## src/design/swpe_pkg.sv

```systemverilog
// ============================================================================
// swpe_pkg
// Shared types and constants for the sliding-window peak event counter.
// ============================================================================
package swpe_pkg;

    // timestamp field widths
    localparam int HOUR_W  = 5;
    localparam int MIN_W   = 6;
    localparam int SEC_W   = 6;
    localparam int TIME_W  = 17;   // seconds of day
    localparam int COUNT_W = 9;    // reported counts

    localparam int unsigned DAY_SECONDS   = 86400;
    localparam int unsigned SECS_PER_HOUR = 3600;
    localparam int unsigned SECS_PER_MIN  = 60;

    localparam logic [TIME_W-1:0] WINDOW_RESET = 17'd180;

    // constant reciprocals for splitting seconds of day into h:m:s
    localparam int                HOUR_RECIP_W = 18;
    localparam logic [HOUR_RECIP_W-1:0] HOUR_RECIP = 18'd149131;  // ceil(2^29 / 3600)
    localparam int                HOUR_SHIFT   = 29;
    localparam int                MIN_RECIP_W  = 13;
    localparam logic [MIN_RECIP_W-1:0]  MIN_RECIP  = 13'd4370;    // ceil(2^18 / 60)
    localparam int                MIN_SHIFT    = 18;
    localparam int                REM_W        = 12;              // seconds within an hour

    // decoupling queue between front and back
    localparam int QUEUE_DEPTH = 2;
    localparam int QUEUE_PTR_W = 1;
    localparam int QUEUE_CNT_W = 2;

    // one classified event moving between the parts
    typedef struct packed {
        logic              valid;
        logic [TIME_W-1:0] tod;
    } time_beat_t;

endpackage

```

## src/design/swpe_front.sv

```systemverilog
// ============================================================================
// swpe_front
// Accepts event timestamps and turns them into wrapped seconds of day.
// ============================================================================
module swpe_front
(
    input  logic                       clk,
    input  logic                       rst_n,
    input  logic                       in_valid,
    output logic                       in_stall,
    input  logic [swpe_pkg::HOUR_W-1:0] event_hour,
    input  logic [swpe_pkg::MIN_W-1:0]  event_minute,
    input  logic [swpe_pkg::SEC_W-1:0]  event_second,
    input  logic                       queue_full,
    output swpe_pkg::time_beat_t       push_beat
);

    logic                        valid_reg;
    logic                        valid_next;
    logic [swpe_pkg::TIME_W-1:0] tod_reg;
    logic [swpe_pkg::TIME_W-1:0] tod_raw;
    logic [swpe_pkg::TIME_W-1:0] tod_wrapped;
    logic                        accept;
    logic                        push;

    // h*3600 + m*60 + s, then one wrap into the day
    always_comb
    begin
        tod_raw = swpe_pkg::TIME_W'(event_hour) * swpe_pkg::TIME_W'(swpe_pkg::SECS_PER_HOUR)
                + swpe_pkg::TIME_W'(event_minute) * swpe_pkg::TIME_W'(swpe_pkg::SECS_PER_MIN)
                + swpe_pkg::TIME_W'(event_second);
        if (tod_raw >= swpe_pkg::TIME_W'(swpe_pkg::DAY_SECONDS))
        begin
            tod_wrapped = tod_raw - swpe_pkg::TIME_W'(swpe_pkg::DAY_SECONDS);
        end
        else
        begin
            tod_wrapped = tod_raw;
        end
    end

    assign push     = valid_reg && !queue_full;
    assign in_stall = valid_reg && queue_full;
    assign accept   = in_valid && !in_stall;

    always_comb
    begin
        valid_next = valid_reg;
        if (accept)
        begin
            valid_next = 1'b1;
        end
        else if (push)
        begin
            valid_next = 1'b0;
        end
    end

    always_ff @(posedge clk or negedge rst_n)
    begin
        if (!rst_n)
        begin
            valid_reg <= 1'b0;
        end
        else
        begin
            valid_reg <= valid_next;
        end
    end

    always_ff @(posedge clk)
    begin
        if (accept)
        begin
            tod_reg <= tod_wrapped;
        end
    end

    assign push_beat.valid = push;
    assign push_beat.tod   = tod_reg;

endmodule

```

## config.mk

```make
export PLATFORM = sky130hd
export DESIGN_NAME = swpe_front
export DESIGN_NICKNAME = d
export VERILOG_FILES = /design/src/design/swpe_pkg.sv /design/src/design/swpe_front.sv
export SDC_FILE = /design/constraint.sdc
export NUM_CORES = 1
export LEC_CHECK = 0
export BUFFER_PORTS_ARGS = -buffer_cell sky130_fd_sc_hd__buf_2
export CAP_MARGIN = 20
export CORE_MARGIN = 1
export CORE_UTILIZATION = 59
export DETAILED_ROUTE_END_ITERATION = 10
export PLACE_DENSITY = 0.82
export SLEW_MARGIN = 20
export SYNTH_ARGS = -nofsm -noshare
export SYNTH_HDL_FRONTEND = slang
export SYNTH_SLANG_ARGS = --single-unit
```

## constraint.sdc

```tcl
create_clock -name clk -period 2.2 [get_ports clk]
set_clock_uncertainty 0.1 [all_clocks]
set_input_delay 0.22 -clock clk [delete_from_list [all_inputs] [get_ports clk]]
set_output_delay 0.22 -clock clk [all_outputs]
set_load 0.05 [all_outputs]
```

# Yosys cells after proc, flatten, opt, wreduce, memory -nomap -nowiden
# Index checks and enable logic that the tools add are counted.
# W data, S select, Z words.
# word_totals
in_bits	21
elab_cells	17
out_inout_bits	19
ff_bits	18
# classes
order_cmp	1
multipliers	2
reduce_logical	6
addsub	3
mux	3
# ops
operator	n
$add A17 B12 Y17	1
$add A17 B6 Y17	1
$ge A17 B17 Y1 const B	1
$mux W17	1
$sub A17 B17 Y17 const B	1
$mul A5 B8 Y13 const B	1
$mul A6 B4 Y10 const B	1
$logic_and A1 B1 Y1	3
$logic_not A1 Y1	2
$mux W1	2
$reduce_bool A2 Y1	1

# Depth between registers and ports, before layout
# depth
ltp_word	5
ltp_mapped	21
mapped_depth_nobuf	21

# Worst setup path before layout
# OpenSTA, ideal clock, no wires.
# synth_path
path_kind	input to register
startpoint	input port event_minute[0] in the netlist's numbering
endpoint	register tod_reg[8] in the netlist's numbering, data pin
path_slack_ns	-2.889
t_required_ns	1.840
n_path_buf	0
setup_time_ns	0.260
cell_stages	20
arrival_time_ns	4.729
path_cell_list	fa_1 > fa_1 > ha_1 > a21o_1 > a21oi_1 > o21bai_1 > a21oi_1 > o21bai_1 > a21oi_1 > xnor2_1 > ha_1 > ha_1 > a21oi_1 > o21ai_0 > a221o_1 > nor2b_1 > xnor2_2 > a21boi_4 > o21ai_2 > mux2_4
# synth_via
elab_chain_cells	5
elab_cells_between_ends	6
cone_classes	3 x add/sub; 1 x mul; 1 x order compare; 1 x mux
# synth_lines
item	line_no	rtl
from (decl)	swpe_front.sv:12	input logic [swpe_pkg::MIN_W-1:0] event_minute,
$mul A6 B4 Y10 (*)	swpe_front.sv:30	+ swpe_pkg::TIME_W'(event_minute) * swpe_pkg::TIME_W'(swpe_pkg::SECS_PER_MIN)
$add A17 B12 Y17 (*)	swpe_front.sv:30	
$add A17 B6 Y17 (*)	swpe_front.sv:31	+ swpe_pkg::TIME_W'(event_second);
$sub A17 B17 Y17 / $ge A17 B17 Y1 (equally long branches)	swpe_front.sv:34, swpe_front.sv:32	
$mux W17 (*)	swpe_front.sv:32	if (tod_raw >= swpe_pkg::TIME_W'(swpe_pkg::DAY_SECONDS))
net tod_wrapped, one bit	swpe_front.sv:22	logic [swpe_pkg::TIME_W-1:0] tod_wrapped;
to (signal assigned)	swpe_front.sv:75	tod_reg <= tod_wrapped;
to (decl)	swpe_front.sv:20	logic [swpe_pkg::TIME_W-1:0] tod_reg;
# The timed path passes the listed nets; every way through them passes the cells marked *.
# A chain may end at the register's enable or synchronous reset.

# Final worst setup path
# Same ends and word-level chain as after synthesis.

==> results.sh <==
export IMPL_tns_ns=-31.19
export IMPL_rsz0062_at_grt="yes"
export IMPL_largest_register_ffs=17
export IMPL_maxCapViolations=0
export IMPL_crit_type="in -> reg"
export IMPL_finalWorstSetupSlack_ns=-2.92
export IMPL_cts_root_buf="clkbuf_8"
export IMPL_route_final_wire_length_um=7920
export IMPL_endpoint_kind="flop"
export IMPL_initial_core_util=0.617
export IMPL_fin_crit_sh=2.33
export IMPL_drtIter0Drc=166
export IMPL_p_leak_nw=1.92
export IMPL_holdCritPathClass="in -> reg"
export IMPL_grt_use_total=0.313
export IMPL_yosys_warnings=0
export IMPL_ant_nets=0
export IMPL_synthFlopType="edfxtp_1"
export IMPL_place_gp_congestion=0.832
export IMPL_critPathMaxFanout=7
export IMPL_area_delta_synth_final_pct=44.1
export IMPL_worst_ep_required_time_ns=2.10
export IMPL_avgSynthCellArea_um2=9.99
export IMPL_cp_buffers_inverters=1
export IMPL_cts_made_buffers=3
export IMPL_fillers=195
export IMPL_seq_area_frac_synth=0.198
export IMPL_num_rows=24
export IMPL_grt_pass1_vias=2745
export IMPL_fp_dieW_um=69.7
export IMPL_finalHoldWorstSlack_ns=0.0616
export IMPL_drc=0
export IMPL_power_density_nw_per_um2=1680
export IMPL_drive_above_1_share=0.435
export IMPL_dr_total_vias=2634
export IMPL_diodes=0
export IMPL_period_needed_ns=5.12
export IMPL_outcome="complete, but fails checks"
export IMPL_yosys_cell_types_count=58
export IMPL_gr_total_overflow=0
export IMPL_cp_arrival_ns=5.02
export IMPL_clk_path_buf_depth=2
export IMPL_timing_slew_headroom=0.743
export IMPL_max_freq_mhz=195
export IMPL_nets=481
export IMPL_cp_common_cell="a21oi_2"
export IMPL_tritoncts="built"
export IMPL_vdd_ir_drop_max_v=0.000951
export IMPL_syn_nets=358
export IMPL_die_area_um2=4860
export IMPL_cp_slowest_cell="fa_2"
export IMPL_worst_slew_pin_slew_ns=0.375
export IMPL_critPathTopFamily="compound AO/OA/AOI/OAI gates"
export IMPL_violations="setup timing"
export IMPL_worstSkewPairLatency_ns=0.24
export IMPL_io_buffers=39
export IMPL_drtPass1Iterations=4
export IMPL_cts_sinks=18
export IMPL_cts_reportedPaths_clkPinSlew_ns=0.06
export IMPL_grt_start_max_net_pins=18
export IMPL_async_flop_share=0.0556
export IMPL_die_height_um=69.7
export IMPL_synth_edf_count=17
export IMPL_antenna_found_initial=0
export IMPL_syn_area_um2=2710
export IMPL_htreeDepth=1
export IMPL_wl_per_cell_um=17.8
export IMPL_start_kind="input pin"
export IMPL_hold_viol=0
export IMPL_grt_pass1_wl_um=12200
export IMPL_fin_util=0.890
export IMPL_slew_violations=0
export IMPL_ys_seq_elements=18
export IMPL_setup_violations=13
export IMPL_slowest_delay_ns=0.59
export IMPL_dp_hpwl_um=4970
export IMPL_core_area_um2=4380
export IMPL_num_io_pins=40
export IMPL_netlist_instances=271
export IMPL_vias_per_cell=5.92
export IMPL_cp_cell_sequence="buf_8 > fa_2 > fa_1 > ha_1 > a21o_1 > a21oi_2 > o21bai_1 > a21oi_2 > o21bai_1 > a21oi_2 > xnor2_2 > ha_1 > ha_4 > a21oi_4 > o21ai_2 > a221o_1 > nor2b_4 > xnor2_2 > a21boi_4 > o21ai_2 > mux2_4"
==> cell type report <==
type / count / area, um2 / share of cell area
Inverter: 38 / 143 / 0.0366
Sequential cell: 18 / 536 / 0.137
Multi-Input combinational cell: 211 / 2240 / 0.574
Clock buffer: 4 / 55.1 / 0.0141
Tap cell: 52 / 65.1 / 0.0167
Timing Repair Buffer: 122 / 862 / 0.221
==> Yosys cell counts, types with 3 or more instances <==
cell | number | area, um2
and2_1 | 4 | 25.0
o21bai_1 | 3 | 22.5
a21oi_1 | 12 | 60.1
nor2b_1 | 4 | 25.0
inv_1 | 38 | 143
xor2_1 | 6 | 52.6
nand2_1 | 8 | 30.0
nand2b_1 | 3 | 18.8
fa_1 | 15 | 300
nor2_1 | 7 | 26.3
a21oi_2 | 4 | 35.0
xnor2_1 | 16 | 140
xnor2_2 | 3 | 48.8
a21o_1 | 6 | 45.0
ha_1 | 51 | 638
o211ai_1 | 6 | 45.0
o21ai_0 | 4 | 20.0
edfxtp_1 | 17 | 510
nand3_1 | 9 | 45.0
o21ai_1 | 4 | 20.0
nor3_1 | 6 | 30.0
==> where the power goes <==
part           internal, mW  leakage, nW  total (mW)  switching (mW)
Combinational          2.61         1.72        5.64            3.03
Clock                 0.158       0.0288       0.255          0.0969
Sequential            0.611        0.173       0.638          0.0272
Total                  3.38         1.92        6.54            3.15
==> metrics by stage <==
stage,power (mW),cells,setup slack [ns],instance area (um2)
2_1_floorplan,4.04,271,-2.65,2820
3_3_place_gp,5.40,430,-2.92,3590
3_5_place_dp,5.57,430,-3.03,3590
4_1_cts,6.21,442,-2.66,3850
5_1_grt,6.87,445,-3.02,3900
6_report,6.54,445,-2.92,3900
==> cells by family (layout without fill, tap and decap cells) <==
logic type               Yosys count  count (layout)  share of synthesized area
AO/OA/AOI/OAI                     57              57                      0.161
adder cells (fa/ha/maj)           66              66                      0.347
XOR/XNOR                          26              27                     0.0994
multiplexers                       2               2                    0.00924
AND/OR/NAND/NOR                   59              59                      0.123
flip-flops                        18              18                      0.198
buffers and inverters             43             164                     0.0624
==> worst register-to-register path: stages (launching register included) <==
cell and delay, ns:
dfrtp_1 0.38, and2_1 0.18, nor2b_1 0.12, buf_4 0.24
==> worst paths after layout <==
path                                  from          end  slack, ns  cells after the start
setup reg to reg                 valid_reg  tod_reg[10]       0.88                      3
hold / removal             event_second[0]   tod_reg[0]       0.06                      1
min in group asynchronous            rst_n    valid_reg       0.17                      2
hold reg to reg                  valid_reg    valid_reg       0.55                      2
setup / recovery           event_minute[0]   tod_reg[8]      -2.92                     21
max in group asynchronous            rst_n    valid_reg       1.74                      2
==> per-layer routing <==
layer | GRT usage | routed length, um
met5 | 0 | 0
met2 | 0.621 | 4310
met3 | 0.0320 | 307
met4 | 0.153 | 505
met1 | 0.321 | 2800
==> what timing repair did <==
action	in CTS	in global routing
setup buffers	6	3
gates resized for setup	23	6
hold buffers	1	0
hold endpoints to repair	1	0
gates cloned	1	0
endpoints found under the setup margin	13	13
pin swaps	23	16
==> cells in the final DEF (no fill, tap or decap), types with 4 or more instances in the layout <==
cell      instances
o21ai_1           4
edfxtp_1         17
clkbuf_8          4
xor2_1            4
a21oi_1           6
nor3_1            6
nand3_1           9
ha_1             47
inv_1            35
buf_4            77
buf_6             7
and2_1            4
fa_1             13
ha_4              4
buf_2            36
xnor2_1          11
nor2_1            6
a21o_1            6
a21oi_2           7
o211ai_1          6
nand2_1           8
xnor2_2           8
Power figures use the tool's default switching activity.
