--- src/design/swpe_pkg.sv ---
// ============================================================================
// swpe_pkg
// Shared types and constants for the sliding-window peak event counter.
// ============================================================================
package swpe_pkg;

    // timestamp field widths
    localparam int HOUR_W  = 5;
    localparam int MIN_W   = 6;
    localparam int SEC_W   = 6;
    localparam int TIME_W  = 17;   // seconds of day
    localparam int COUNT_W = 9;    // reported counts

    localparam int unsigned DAY_SECONDS   = 86400;
    localparam int unsigned SECS_PER_HOUR = 3600;
    localparam int unsigned SECS_PER_MIN  = 60;

    localparam logic [TIME_W-1:0] WINDOW_RESET = 17'd180;

    // constant reciprocals for splitting seconds of day into h:m:s
    localparam int                HOUR_RECIP_W = 18;
    localparam logic [HOUR_RECIP_W-1:0] HOUR_RECIP = 18'd149131;  // ceil(2^29 / 3600)
    localparam int                HOUR_SHIFT   = 29;
    localparam int                MIN_RECIP_W  = 13;
    localparam logic [MIN_RECIP_W-1:0]  MIN_RECIP  = 13'd4370;    // ceil(2^18 / 60)
    localparam int                MIN_SHIFT    = 18;
    localparam int                REM_W        = 12;              // seconds within an hour

    // decoupling queue between front and back
    localparam int QUEUE_DEPTH = 2;
    localparam int QUEUE_PTR_W = 1;
    localparam int QUEUE_CNT_W = 2;

    // one classified event moving between the parts
    typedef struct packed {
        logic              valid;
        logic [TIME_W-1:0] tod;
    } time_beat_t;

endpackage

--- src/design/swpe_queue.sv ---
// ============================================================================
// swpe_queue
// Short queue of classified events between the front and the back.
// ============================================================================
module swpe_queue
(
    input  logic                 clk,
    input  logic                 rst_n,
    input  swpe_pkg::time_beat_t push_beat,
    output logic                 full,
    input  logic                 pop,
    output swpe_pkg::time_beat_t head_beat
);

    logic [swpe_pkg::TIME_W-1:0]      entry_reg [swpe_pkg::QUEUE_DEPTH];
    logic [swpe_pkg::QUEUE_PTR_W-1:0] wr_ptr_reg;
    logic [swpe_pkg::QUEUE_PTR_W-1:0] rd_ptr_reg;
    logic [swpe_pkg::QUEUE_CNT_W-1:0] count_reg;
    logic                             do_push;
    logic                             do_pop;

    assign full    = count_reg == swpe_pkg::QUEUE_CNT_W'(swpe_pkg::QUEUE_DEPTH);
    assign do_push = push_beat.valid && !full;
    assign do_pop  = pop && (count_reg != '0);

    assign head_beat.valid = count_reg != '0;
    assign head_beat.tod   = entry_reg[rd_ptr_reg];

    always_ff @(posedge clk or negedge rst_n)
    begin
        if (!rst_n)
        begin
            wr_ptr_reg <= '0;
            rd_ptr_reg <= '0;
            count_reg  <= '0;
        end
        else
        begin
            if (do_push)
            begin
                wr_ptr_reg <= (wr_ptr_reg == swpe_pkg::QUEUE_PTR_W'(swpe_pkg::QUEUE_DEPTH - 1))
                              ? '0 : wr_ptr_reg + 1'b1;
            end
            if (do_pop)
            begin
                rd_ptr_reg <= (rd_ptr_reg == swpe_pkg::QUEUE_PTR_W'(swpe_pkg::QUEUE_DEPTH - 1))
                              ? '0 : rd_ptr_reg + 1'b1;
            end
            if (do_push && !do_pop)
            begin
                count_reg <= count_reg + 1'b1;
            end
            else if (do_pop && !do_push)
            begin
                count_reg <= count_reg - 1'b1;
            end
        end
    end

    always_ff @(posedge clk)
    begin
        if (do_push)
        begin
            entry_reg[wr_ptr_reg] <= push_beat.tod;
        end
    end

endmodule

--- config.mk ---
export PLATFORM = sky130hd
export DESIGN_NAME = swpe_queue
export DESIGN_NICKNAME = d
export VERILOG_FILES = /design/src/design/swpe_pkg.sv /design/src/design/swpe_queue.sv
export SDC_FILE = /design/constraint.sdc
export NUM_CORES = 1
export LEC_CHECK = 0
export ABC_AREA = 1
export BUFFER_PORTS_ARGS = -buffer_cell sky130_fd_sc_hd__buf_4
export CAP_MARGIN = 20
export CORE_MARGIN = 2
export CORE_UTILIZATION = 50
export DETAILED_ROUTE_END_ITERATION = 10
export PLACE_DENSITY_LB_ADDON = 0.1
export RECOVER_POWER = 25
export SLEW_MARGIN = 30
export SYNTH_ARGS = -nofsm -noshare
export SYNTH_HDL_FRONTEND = slang
export SYNTH_SLANG_ARGS = --single-unit
--- constraint.sdc ---
create_clock -name clk -period 3 [get_ports clk]
set_input_delay 0.15 -clock clk [delete_from_list [all_inputs] [get_ports clk]]
set_output_delay 0.15 -clock clk [all_outputs]
set_load 0.03 [all_outputs]
# [Word-level counts from Yosys, hierarchy flattened]
# Memory sizes are Yosys's and may differ from the RTL's.
# Cells that the tools add are included.
[totals] reg_bits=4 ram_bits=34 inputBits=21 word_cells=24 n_memories=1
[classes] add_sub_neg=4 n_eq_ne=1 muxes=6 n_reduce_logical=9
[mem_list] memory="entry_reg" depth=2 width=17 rd=1 rd_ports_with_merged_regs=0 write_ports=1 line="swpe_queue.sv:15" source="logic [swpe_pkg::TIME_W-1:0] entry_reg [swpe_pkg::QUEUE_DEPTH];"
[ops] cell="$logic_and 1x1->1" count=4
[ops] cell="$mux 1" count=4
[ops] cell="$mux 2" count=2
[ops] cell="$reduce_bool 2->1" count=2
[ops] cell="$logic_not 1->1" count=3
[ops] cell="$add 1x1->1 const B" count=2
[ops] cell="$add 2x1->2 const B" count=1
[ops] cell="$eq 2x2->1 const B" count=1
[ops] cell="$sub 2x1->2 const B" count=1

# [Depth between registers and ports, before layout]
# Gate-level depths: netlist of run 1.
[depth] depth_word=7 ltp_mapped=9 ltp_nobuf=9

# [Least setup slack after synthesis of run 1]
# OpenSTA, ideal clock, no wires.
[synth_timing] path_type="register to register" startpoint="register count_reg[1] (netlist bit)" endpoint="memory entry_reg[1][0] (netlist bit), enable pin" setup_ns=0.390 t_arrival_ns=1.306 t_required_ns=2.610 path_slack_ns=1.304 path_stages_with_launch=4 n_path_buf=0 path_cell_list="dfrtp_1 > inv_1 > o21ai_1 > nor2_1"
[synth_between] elab_chain_cells=5
[synth_lines] element="start, declared" line="swpe_queue.sv:18" source="logic [swpe_pkg::QUEUE_CNT_W-1:0] count_reg;"
[synth_lines] element="start signal, assigned" line="swpe_queue.sv:51" source="count_reg <= count_reg + 1'b1;"
[synth_lines] element="start signal, assigned" line="swpe_queue.sv:55" source="count_reg <= count_reg - 1'b1;"
[synth_lines] element="$eq 2x2->1" line="swpe_queue.sv:22" source="assign full = count_reg == swpe_pkg::QUEUE_CNT_W'(swpe_pkg::QUEUE_DEPTH);"
[synth_lines] element="$logic_not 1->1" line="swpe_queue.sv:23" source="assign do_push = push_beat.valid && !full;"
[synth_lines] element="$logic_and 1x1->1" line="swpe_queue.sv:23"
[synth_lines] element="$mux 1" line="swpe_queue.sv:62" source="if (do_push)"
[synth_lines] element="$mux 1 (not written as such)" line="swpe_queue.sv:64" source="entry_reg[wr_ptr_reg] <= push_beat.tod;"
[synth_lines] element="end, declared" line="swpe_queue.sv:15"
# No other way between the ends.

==> flow_metrics.py, run 1 <==
metrics = {
    "status": {
        "status": "complete, no violations",
    },
    "logic_synthesis": {
        "synthMostInstantiatedCell": "nand2_1",
        "async_flop_share_pct": 10.5,
        "yosys_warnings": 0,
        "ys_seq_elements": 38,
        "syn_nets": 142,
        "synthTopCellsByCount": "nand2_1 (39), edfxtp_1 (34), nand2_2 (13), nand2_4 (10), inv_1 (6)",
        "synthFlopType": "edfxtp_1",
        "synthTopCellsByArea": "edfxtp_1 (64%), nand2_1 (9.1%), nand2_4 (7.0%), dfrtp_1 (6.2%), nand2_2 (5.1%)",
        "syn_area_um2": 1610,
        "avgSynthCellArea_um2": 13.4,
        "yosysTopAreaCell": "edfxtp_1",
        "synth.distinct_cells": 18,
        "syn_inst": 120,
        "synth_edf_count": 34,
        "synth_top_area_share_pct": 63.6,
        "yosysSeqAreaShare_pct": 69.8,
    },
    "power_and_ir_drop": {
        "powerDensity_nw_per_um2": 953,
        "power.static_leakage_nw": 0.930,
        "ir_drop_mv": 0.704,
    },
    "clocking": {
        "clk_pin_slew_worst_paths_ns": 0.10,
        "clkSinkCount": 38,
        "numCtsBuffers": 5,
        "cts_resized": 0,
        "cts_tree": "built",
        "cts_root_buffer": "clkbuf_4",
        "worstSkewPairLatency_ns": 0.32,
        "h-tree-depth": 2,
        "cts_setup_buffers": 0,
        "clock_path_buffers": 2,
    },
    "floorplanning": {
        "die_h_um": 60.7,
        "die_x_um": 60.7,
        "core-area_um2": 3050,
        "rows": 20,
        "pin_count": 40,
        "die_area_um2": 3680,
        "initial_utilization_pct": 52.6,
    },
    "route": {
        "dr_total_vias": 1011,
        "firstDrtPassIters": 4,
        "wirelength_um": 2680,
        "ant_nets": 0,
        "post-route-drc-count": 0,
        "drt_iter0_drc": 42,
        "vias_per_cell": 4.49,
        "avgRoutedWirePerCell_um": 11.9,
    },
    "worst_setup_path": {
        "r2r-start": "count_reg[1]",
        "critPathKind": "flip-flop to primary output",
        "required_ns": 2.85,
        "crit_arrival_ns": 1.70,
        "path_max_fanout": 19,
        "r2r_end": "entry_reg[1][10]",
        "reg2regPathDepth": 3,
        "start_kind": "flip-flop",
        "end_kind": "primary output",
        "rrSetupSlack_ns": 1.30,
    },
    "global_route": {
        "grt_pass1_vias": 967,
        "grt_max_degree": 20,
        "overflow": 0,
        "grt_pass1_wl_um": 4140,
        "track_usage_pct": 16.0,
        "antenna_found_initial": 0,
    },
    "timing": {
        "finalWorstSetupSlack_ns": 1.15,
        "rsz0062_at_grt": "false",
        "worstMarginPinSlew_ns": 0.870,
        "slew_viol_final": 0,
        "min_period_ns": 1.85,
        "setup_viol": 0,
        "tns_ns": 0,
        "period_share_pct": 61.8,
        "hold_violations": 0,
        "fmax_ghz": 0.540,
        "worst_clock_skew_ns": 0.00754,
        "slew_headroom_pct": 42.0,
    },
    "job": {
        "drv_cap": 0,
    },
    "layout": {
        "antenna_cells": 0,
        "multi_input_area_um2": 407,
        "layout-drive-gt1-share_pct": 38.7,
        "syn_to_final_growth_pct": 32.3,
        "fin_nets": 202,
        "final_core_util_pct": 69.6,
        "regArea_um2": 1120,
        "largest_register_ffs": 34,
        "fillers": 236,
        "final_cells": 225,
    },
    "hold_path": {
        "holdPathEnd": "entry_reg[1][0]",
        "hold_start": "push_beat[0]",
        "min_path_cells": 1,
        "hold_class": "primary input to flip-flop",
    },
    "place": {
        "place_inst": 200,
        "globalplace.congestion": 0.652,
        "hpwl_um": 1790,
        "place_ws_ns": 1.30,
        "portBuffers": 39,
    },
}
-- metal layers --
| metal | vias up | global-route usage, % | part of all wire, % |
|---|---|---|---|
| met5 | - | 0 | 0 |
| met4 | 0 | 8.07 | 1.0 |
| met3 | 4 | 4.48 | 4.4 |
| met2 | 32 | 27.5 | 51 |
| met1 | 460 | 18.4 | 44 |
| li1 | 515 | - | - |
-- logic make-up after synthesis --
kind of cell	count (synthesis)	share of synthesized area [%]
AOI/OAI and AO/OA	1	0.311
adders and majority gates	1	0.779
DFF	38	69.8
and+or+nand+nor	68	23.5
xor gates and xnor gates	1	0.546
buffers and inverters	11	4.99
-- layout by cell type (no fill, tap or decap) --
cell type / synthesis / layout
buf_4: 0 / 28
clkbuf_1: 0 / 5
clkbuf_4: 0 / 14
dfrtp_1: 4 / 4
dlygate4sd3_1: 0 / 17
edfxtp_1: 34 / 34
ha_1: 1 / 1
inv_1: 6 / 6
inv_2: 1 / 1
inv_8: 1 / 1
nand2_1: 39 / 39
nand2_2: 13 / 13
nand2_4: 10 / 10
nand3_1: 2 / 2
nand4_1: 1 / 1
nor2_2: 1 / 2
nor2_4: 1 / 1
o21ai_1: 1 / 1
xnor2_1: 1 / 1
-- repair_timing --
item	in CTS	in global routing
hold endpoints to repair	36	0
endpoints found under the setup margin	0	0
hold buffers	17	0
-- metrics by stage --
step | area, µm² | hold WS [ns] | power, mW
global placement | 1910 | -0.0503 | 1.77
global route | 2120 | 0.0609 | 2.15
CTS | 2130 | 0.000398 | 2.05
finish | 2120 | 0.0617 | 2.02
detailed placement | 1910 | -0.0495 | 1.79
floorplan | 1610 | -0.146 | 1.53
-- worst max path at each step --
stage	start	to	slack (ns)	depth (start not counted)
final	rd_ptr_reg	head_beat[1]	1.15	4
after global routing	rd_ptr_reg	head_beat[1]	0.98	4
after CTS	rd_ptr_reg	head_beat[0]	1.10	4
after detailed placement	count_reg[1]	entry_reg[1][11]	1.30	3
after global placement	count_reg[1]	entry_reg[1][11]	1.38	3
after floorplan	count_reg[1]	entry_reg[1][0]	1.30	3
-- where the power goes --
| group | switching (mW) | leakage [nW] | total (mW) | internal [mW] |
|---|---|---|---|---|
| logic | 0.623 | 0.539 | 0.957 | 0.334 |
| registers | 0.0984 | 0.364 | 0.828 | 0.729 |
| clock network | 0.147 | 0.0265 | 0.241 | 0.0935 |
-- layout make-up --
cell class / count / area share (%)
clock buffers: 8 / 2.30
inverters: 8 / 1.77
multi-input cells: 71 / 19.1
flip-flops and latches: 38 / 52.8
well taps: 44 / 2.59
repair buffers: 56 / 21.4
-- critical path, stage by stage, from the launching register on --
cell     delay (ns)
dfrtp_1        0.84
inv_8          0.20
nand2_1        0.11
nand2_1        0.06
buf_4          0.17
(Power assumes the default switching activity.)
==> inputs of run 2 (changes only) <==
- ABC_AREA: 1 -> 0
- clock period: 3 -> 1.9 ns (I/O delays scaled with it)
==> run 2 against run 1 <==
Effect of this change: die area shrank 7.4%; total power rose by 63%; worst hold slack got worse by 0.049 ns; wire length fell by 5.8%; first-iteration DRC count decreased by 55%; clock skew is 0.0019 ns lower; cell count is 24% lower; critical endpoint is now head_beat[11]; global-route usage up 0.70 points; synthesized cell count decreased by 40%; sequential power increased by 51%.
==> flow_metrics.py, run 2 <==
metrics = {
    "logic_synthesis": {
        "synthMostInstantiatedCell": "edfxtp_1",
        "yosys_warnings": 0,
        "async_flop_share_pct": 10.5,
        "synth_top_area_share_pct": 69.1,
        "synthFlopType": "edfxtp_1",
        "synthTopCellsByCount": "edfxtp_1 (34), mux2_4 (9), mux2_2 (8), dfrtp_1 (4), xnor2_1 (3)",
        "ys_seq_elements": 38,
        "synthTopCellsByArea": "edfxtp_1 (69%), mux2_4 (9.1%), dfrtp_1 (6.8%), mux2_2 (6.1%), xnor2_1 (1.8%)",
        "syn_area_um2": 1480,
        "syn_nets": 94,
        "avgSynthCellArea_um2": 20.5,
        "yosysSeqAreaShare_pct": 75.9,
        "yosysTopAreaCell": "edfxtp_1",
        "synth.distinct_cells": 16,
        "synth_edf_count": 34,
        "syn_inst": 72,
    },
    "worst_setup_path": {
        "r2r-start": "count_reg[0]",
        "required_ns": 1.80,
        "reg2regPathDepth": 7,
        "path_max_fanout": 8,
        "rrSetupSlack_ns": 0.36,
        "start_kind": "flip-flop",
        "crit_arrival_ns": 1.62,
        "end_kind": "primary output",
        "r2r_end": "count_reg[1]",
        "critPathKind": "flip-flop to primary output",
    },
    "floorplanning": {
        "core-area_um2": 2780,
        "die_x_um": 58.4,
        "initial_utilization_pct": 53.1,
        "die_area_um2": 3410,
        "rows": 19,
        "pin_count": 40,
        "die_h_um": 58.4,
    },
    "layout": {
        "regArea_um2": 1120,
        "antenna_cells": 0,
        "fin_nets": 162,
        "multi_input_area_um2": 320,
        "fillers": 174,
        "layout-drive-gt1-share_pct": 49.6,
        "syn_to_final_growth_pct": 42.3,
        "layout_common_cells": "edfxtp_1 (34), buf_4 (34), dlygate4sd3_1 (18)",
        "largest_register_ffs": 34,
    },
    "global_route": {
        "track_usage_pct": 16.7,
        "overflow": 0,
        "grt_max_degree": 13,
        "grt_pass1_vias": 873,
        "grt_pass1_wl_um": 3970,
        "antenna_found_initial": 0,
    },
    "power_and_ir_drop": {
        "combPwrFrac_pct": 42.1,
        "powerDensity_nw_per_um2": 1570,
        "power_frac_seq_pct": 37.7,
        "clockPowerShare_pct": 20.3,
        "power.static_leakage_nw": 0.866,
        "ir_drop_mv": 1.27,
        "intPower_mw": 2.20,
        "switching_share_pct": 33.6,
        "p_switching_mw": 1.11,
    },
    "clocking": {
        "clkSinkCount": 38,
        "numCtsBuffers": 5,
        "cts_root_buffer": "clkbuf_4",
        "cts_tree": "built",
        "h-tree-depth": 2,
        "cts_resized": 0,
        "clock_path_buffers": 2,
        "clk_pin_slew_worst_paths_ns": 0.11,
        "worstSkewPairLatency_ns": 0.34,
    },
    "place": {
        "hpwl_um": 1580,
        "globalplace.congestion": 0.608,
        "portBuffers": 39,
        "place_ws_ns": 0.400,
    },
    "route": {
        "avgRoutedWirePerCell_um": 14.7,
        "firstDrtPassIters": 2,
        "dr_total_vias": 823,
        "vias_per_cell": 4.78,
        "ant_nets": 0,
        "post-route-drc-count": 0,
        "wirelength_um": 2530,
        "drt_iter0_drc": 19,
    },
    "timing": {
        "finalWorstSetupSlack_ns": 0.189,
        "worstMarginPinSlew_ns": 0.294,
        "slew_viol_final": 0,
        "tns_ns": 0,
        "setup_viol": 0,
        "worst_clock_skew_ns": 0.00559,
        "rsz0062_at_grt": "false",
        "min_period_ns": 1.71,
        "slew_headroom_pct": 80.4,
        "hold_violations": 0,
        "period_share_pct": 90.1,
        "fmax_ghz": 0.584,
    },
    "hold_path": {
        "min_path_cells": 3,
        "hold_class": "primary input to flip-flop",
        "holdPathEnd": "rd_ptr_reg",
        "hold_start": "pop",
    },
    "job": {
        "drv_cap": 0,
    },
    "status": {
        "status": "complete, no violations",
    },
}
run 2: changes by cell type after synthesis, sizes merged, moves of 2 or more:
cell and change:
nand2 -60, mux2 +17, nand3 -2, xnor2 +2
xor2 +2, inv -6
run 2: cells by family after synthesis:
| logic type | Yosys count | synth area share [%] |
|---|---|---|
| buffers and inverters | 4 | 2.63 |
| adders and majority gates | 1 | 0.847 |
| and+or+nand+nor | 7 | 2.46 |
| muxes | 17 | 15.2 |
| DFF | 38 | 75.9 |
| xor gates and xnor gates | 5 | 2.96 |
run 2: power groups by stage:
| stage | combinational (mW) | sequential [mW] | clock (mW) |
|---|---|---|---|
| 2_1_floorplan | 0.995 | 1.23 | 0 |
| 3_3_place_gp | 1.36 | 1.26 | 0 |
| 3_5_place_dp | 1.37 | 1.27 | 0 |
| 4_1_cts | 1.41 | 1.25 | 0.677 |
| 5_1_grt | 1.47 | 1.27 | 0.713 |
| 6_report | 1.39 | 1.25 | 0.671 |
run 2: worst max-delay path, stage by stage (launching register included):
cell and delay (ns):
dfrtp_1 0.53, buf_4 0.26, mux2_4 0.32, buf_4 0.17
run 2: final cells by class:
type                            count  share of cell area (%)
Timing Repair Buffer               63                    24.4
Multi-Input combinational cell     30                    15.2
Clock inverter                      3                    3.03
Inverter                            2                   0.357
Tap cell                           31                    1.84
Sequential cell                    38                    53.3
Clock buffer                        5                    1.78
run 2: per-stage QoR:
step	cells	total power [mW]	utilization [%]	hold slack, ns	instance area (µm²)
2_1_floorplan	72	2.22	-	-0.201	1480
3_3_place_gp	146	2.62	65.6	-0.106	1830
3_5_place_dp	146	2.64	65.6	-0.106	1830
4_1_cts	172	3.34	75.8	0.00744	2110
5_1_grt	172	3.46	75.6	0.00776	2100
6_report	172	3.31	75.6	0.0125	2100
run 2: layer usage:
layer,share of wire (%),vias to the layer above,track usage [%]
met2,52,26,28.9
li1,-,404,-
met1,39,388,17.7
met5,0,-,0
met3,7.0,5,8.13
met4,1.6,0,5.98
run 2: timing repair:
| action | 4_1_cts | 5_1_grt |
|---|---|---|
| endpoints found under the hold margin | 38 | 0 |
| hold buffers | 18 | 0 |
| buffers inserted | 0 | 0 |
run 2: worst max path at each step:
stage | startpoint | endpoint | slack, ns | depth (start not counted)
4_1_cts | rd_ptr_reg | head_beat[11] | 0.17 | 3
3_5_place_dp | count_reg[0] | count_reg[1] | 0.40 | 7
5_1_grt | rd_ptr_reg | head_beat[11] | 0.09 | 3
6_report | rd_ptr_reg | head_beat[11] | 0.19 | 3
2_1_floorplan | count_reg[0] | entry_reg[0][0] | 0.15 | 3
3_3_place_gp | count_reg[0] | count_reg[1] | 0.51 | 7
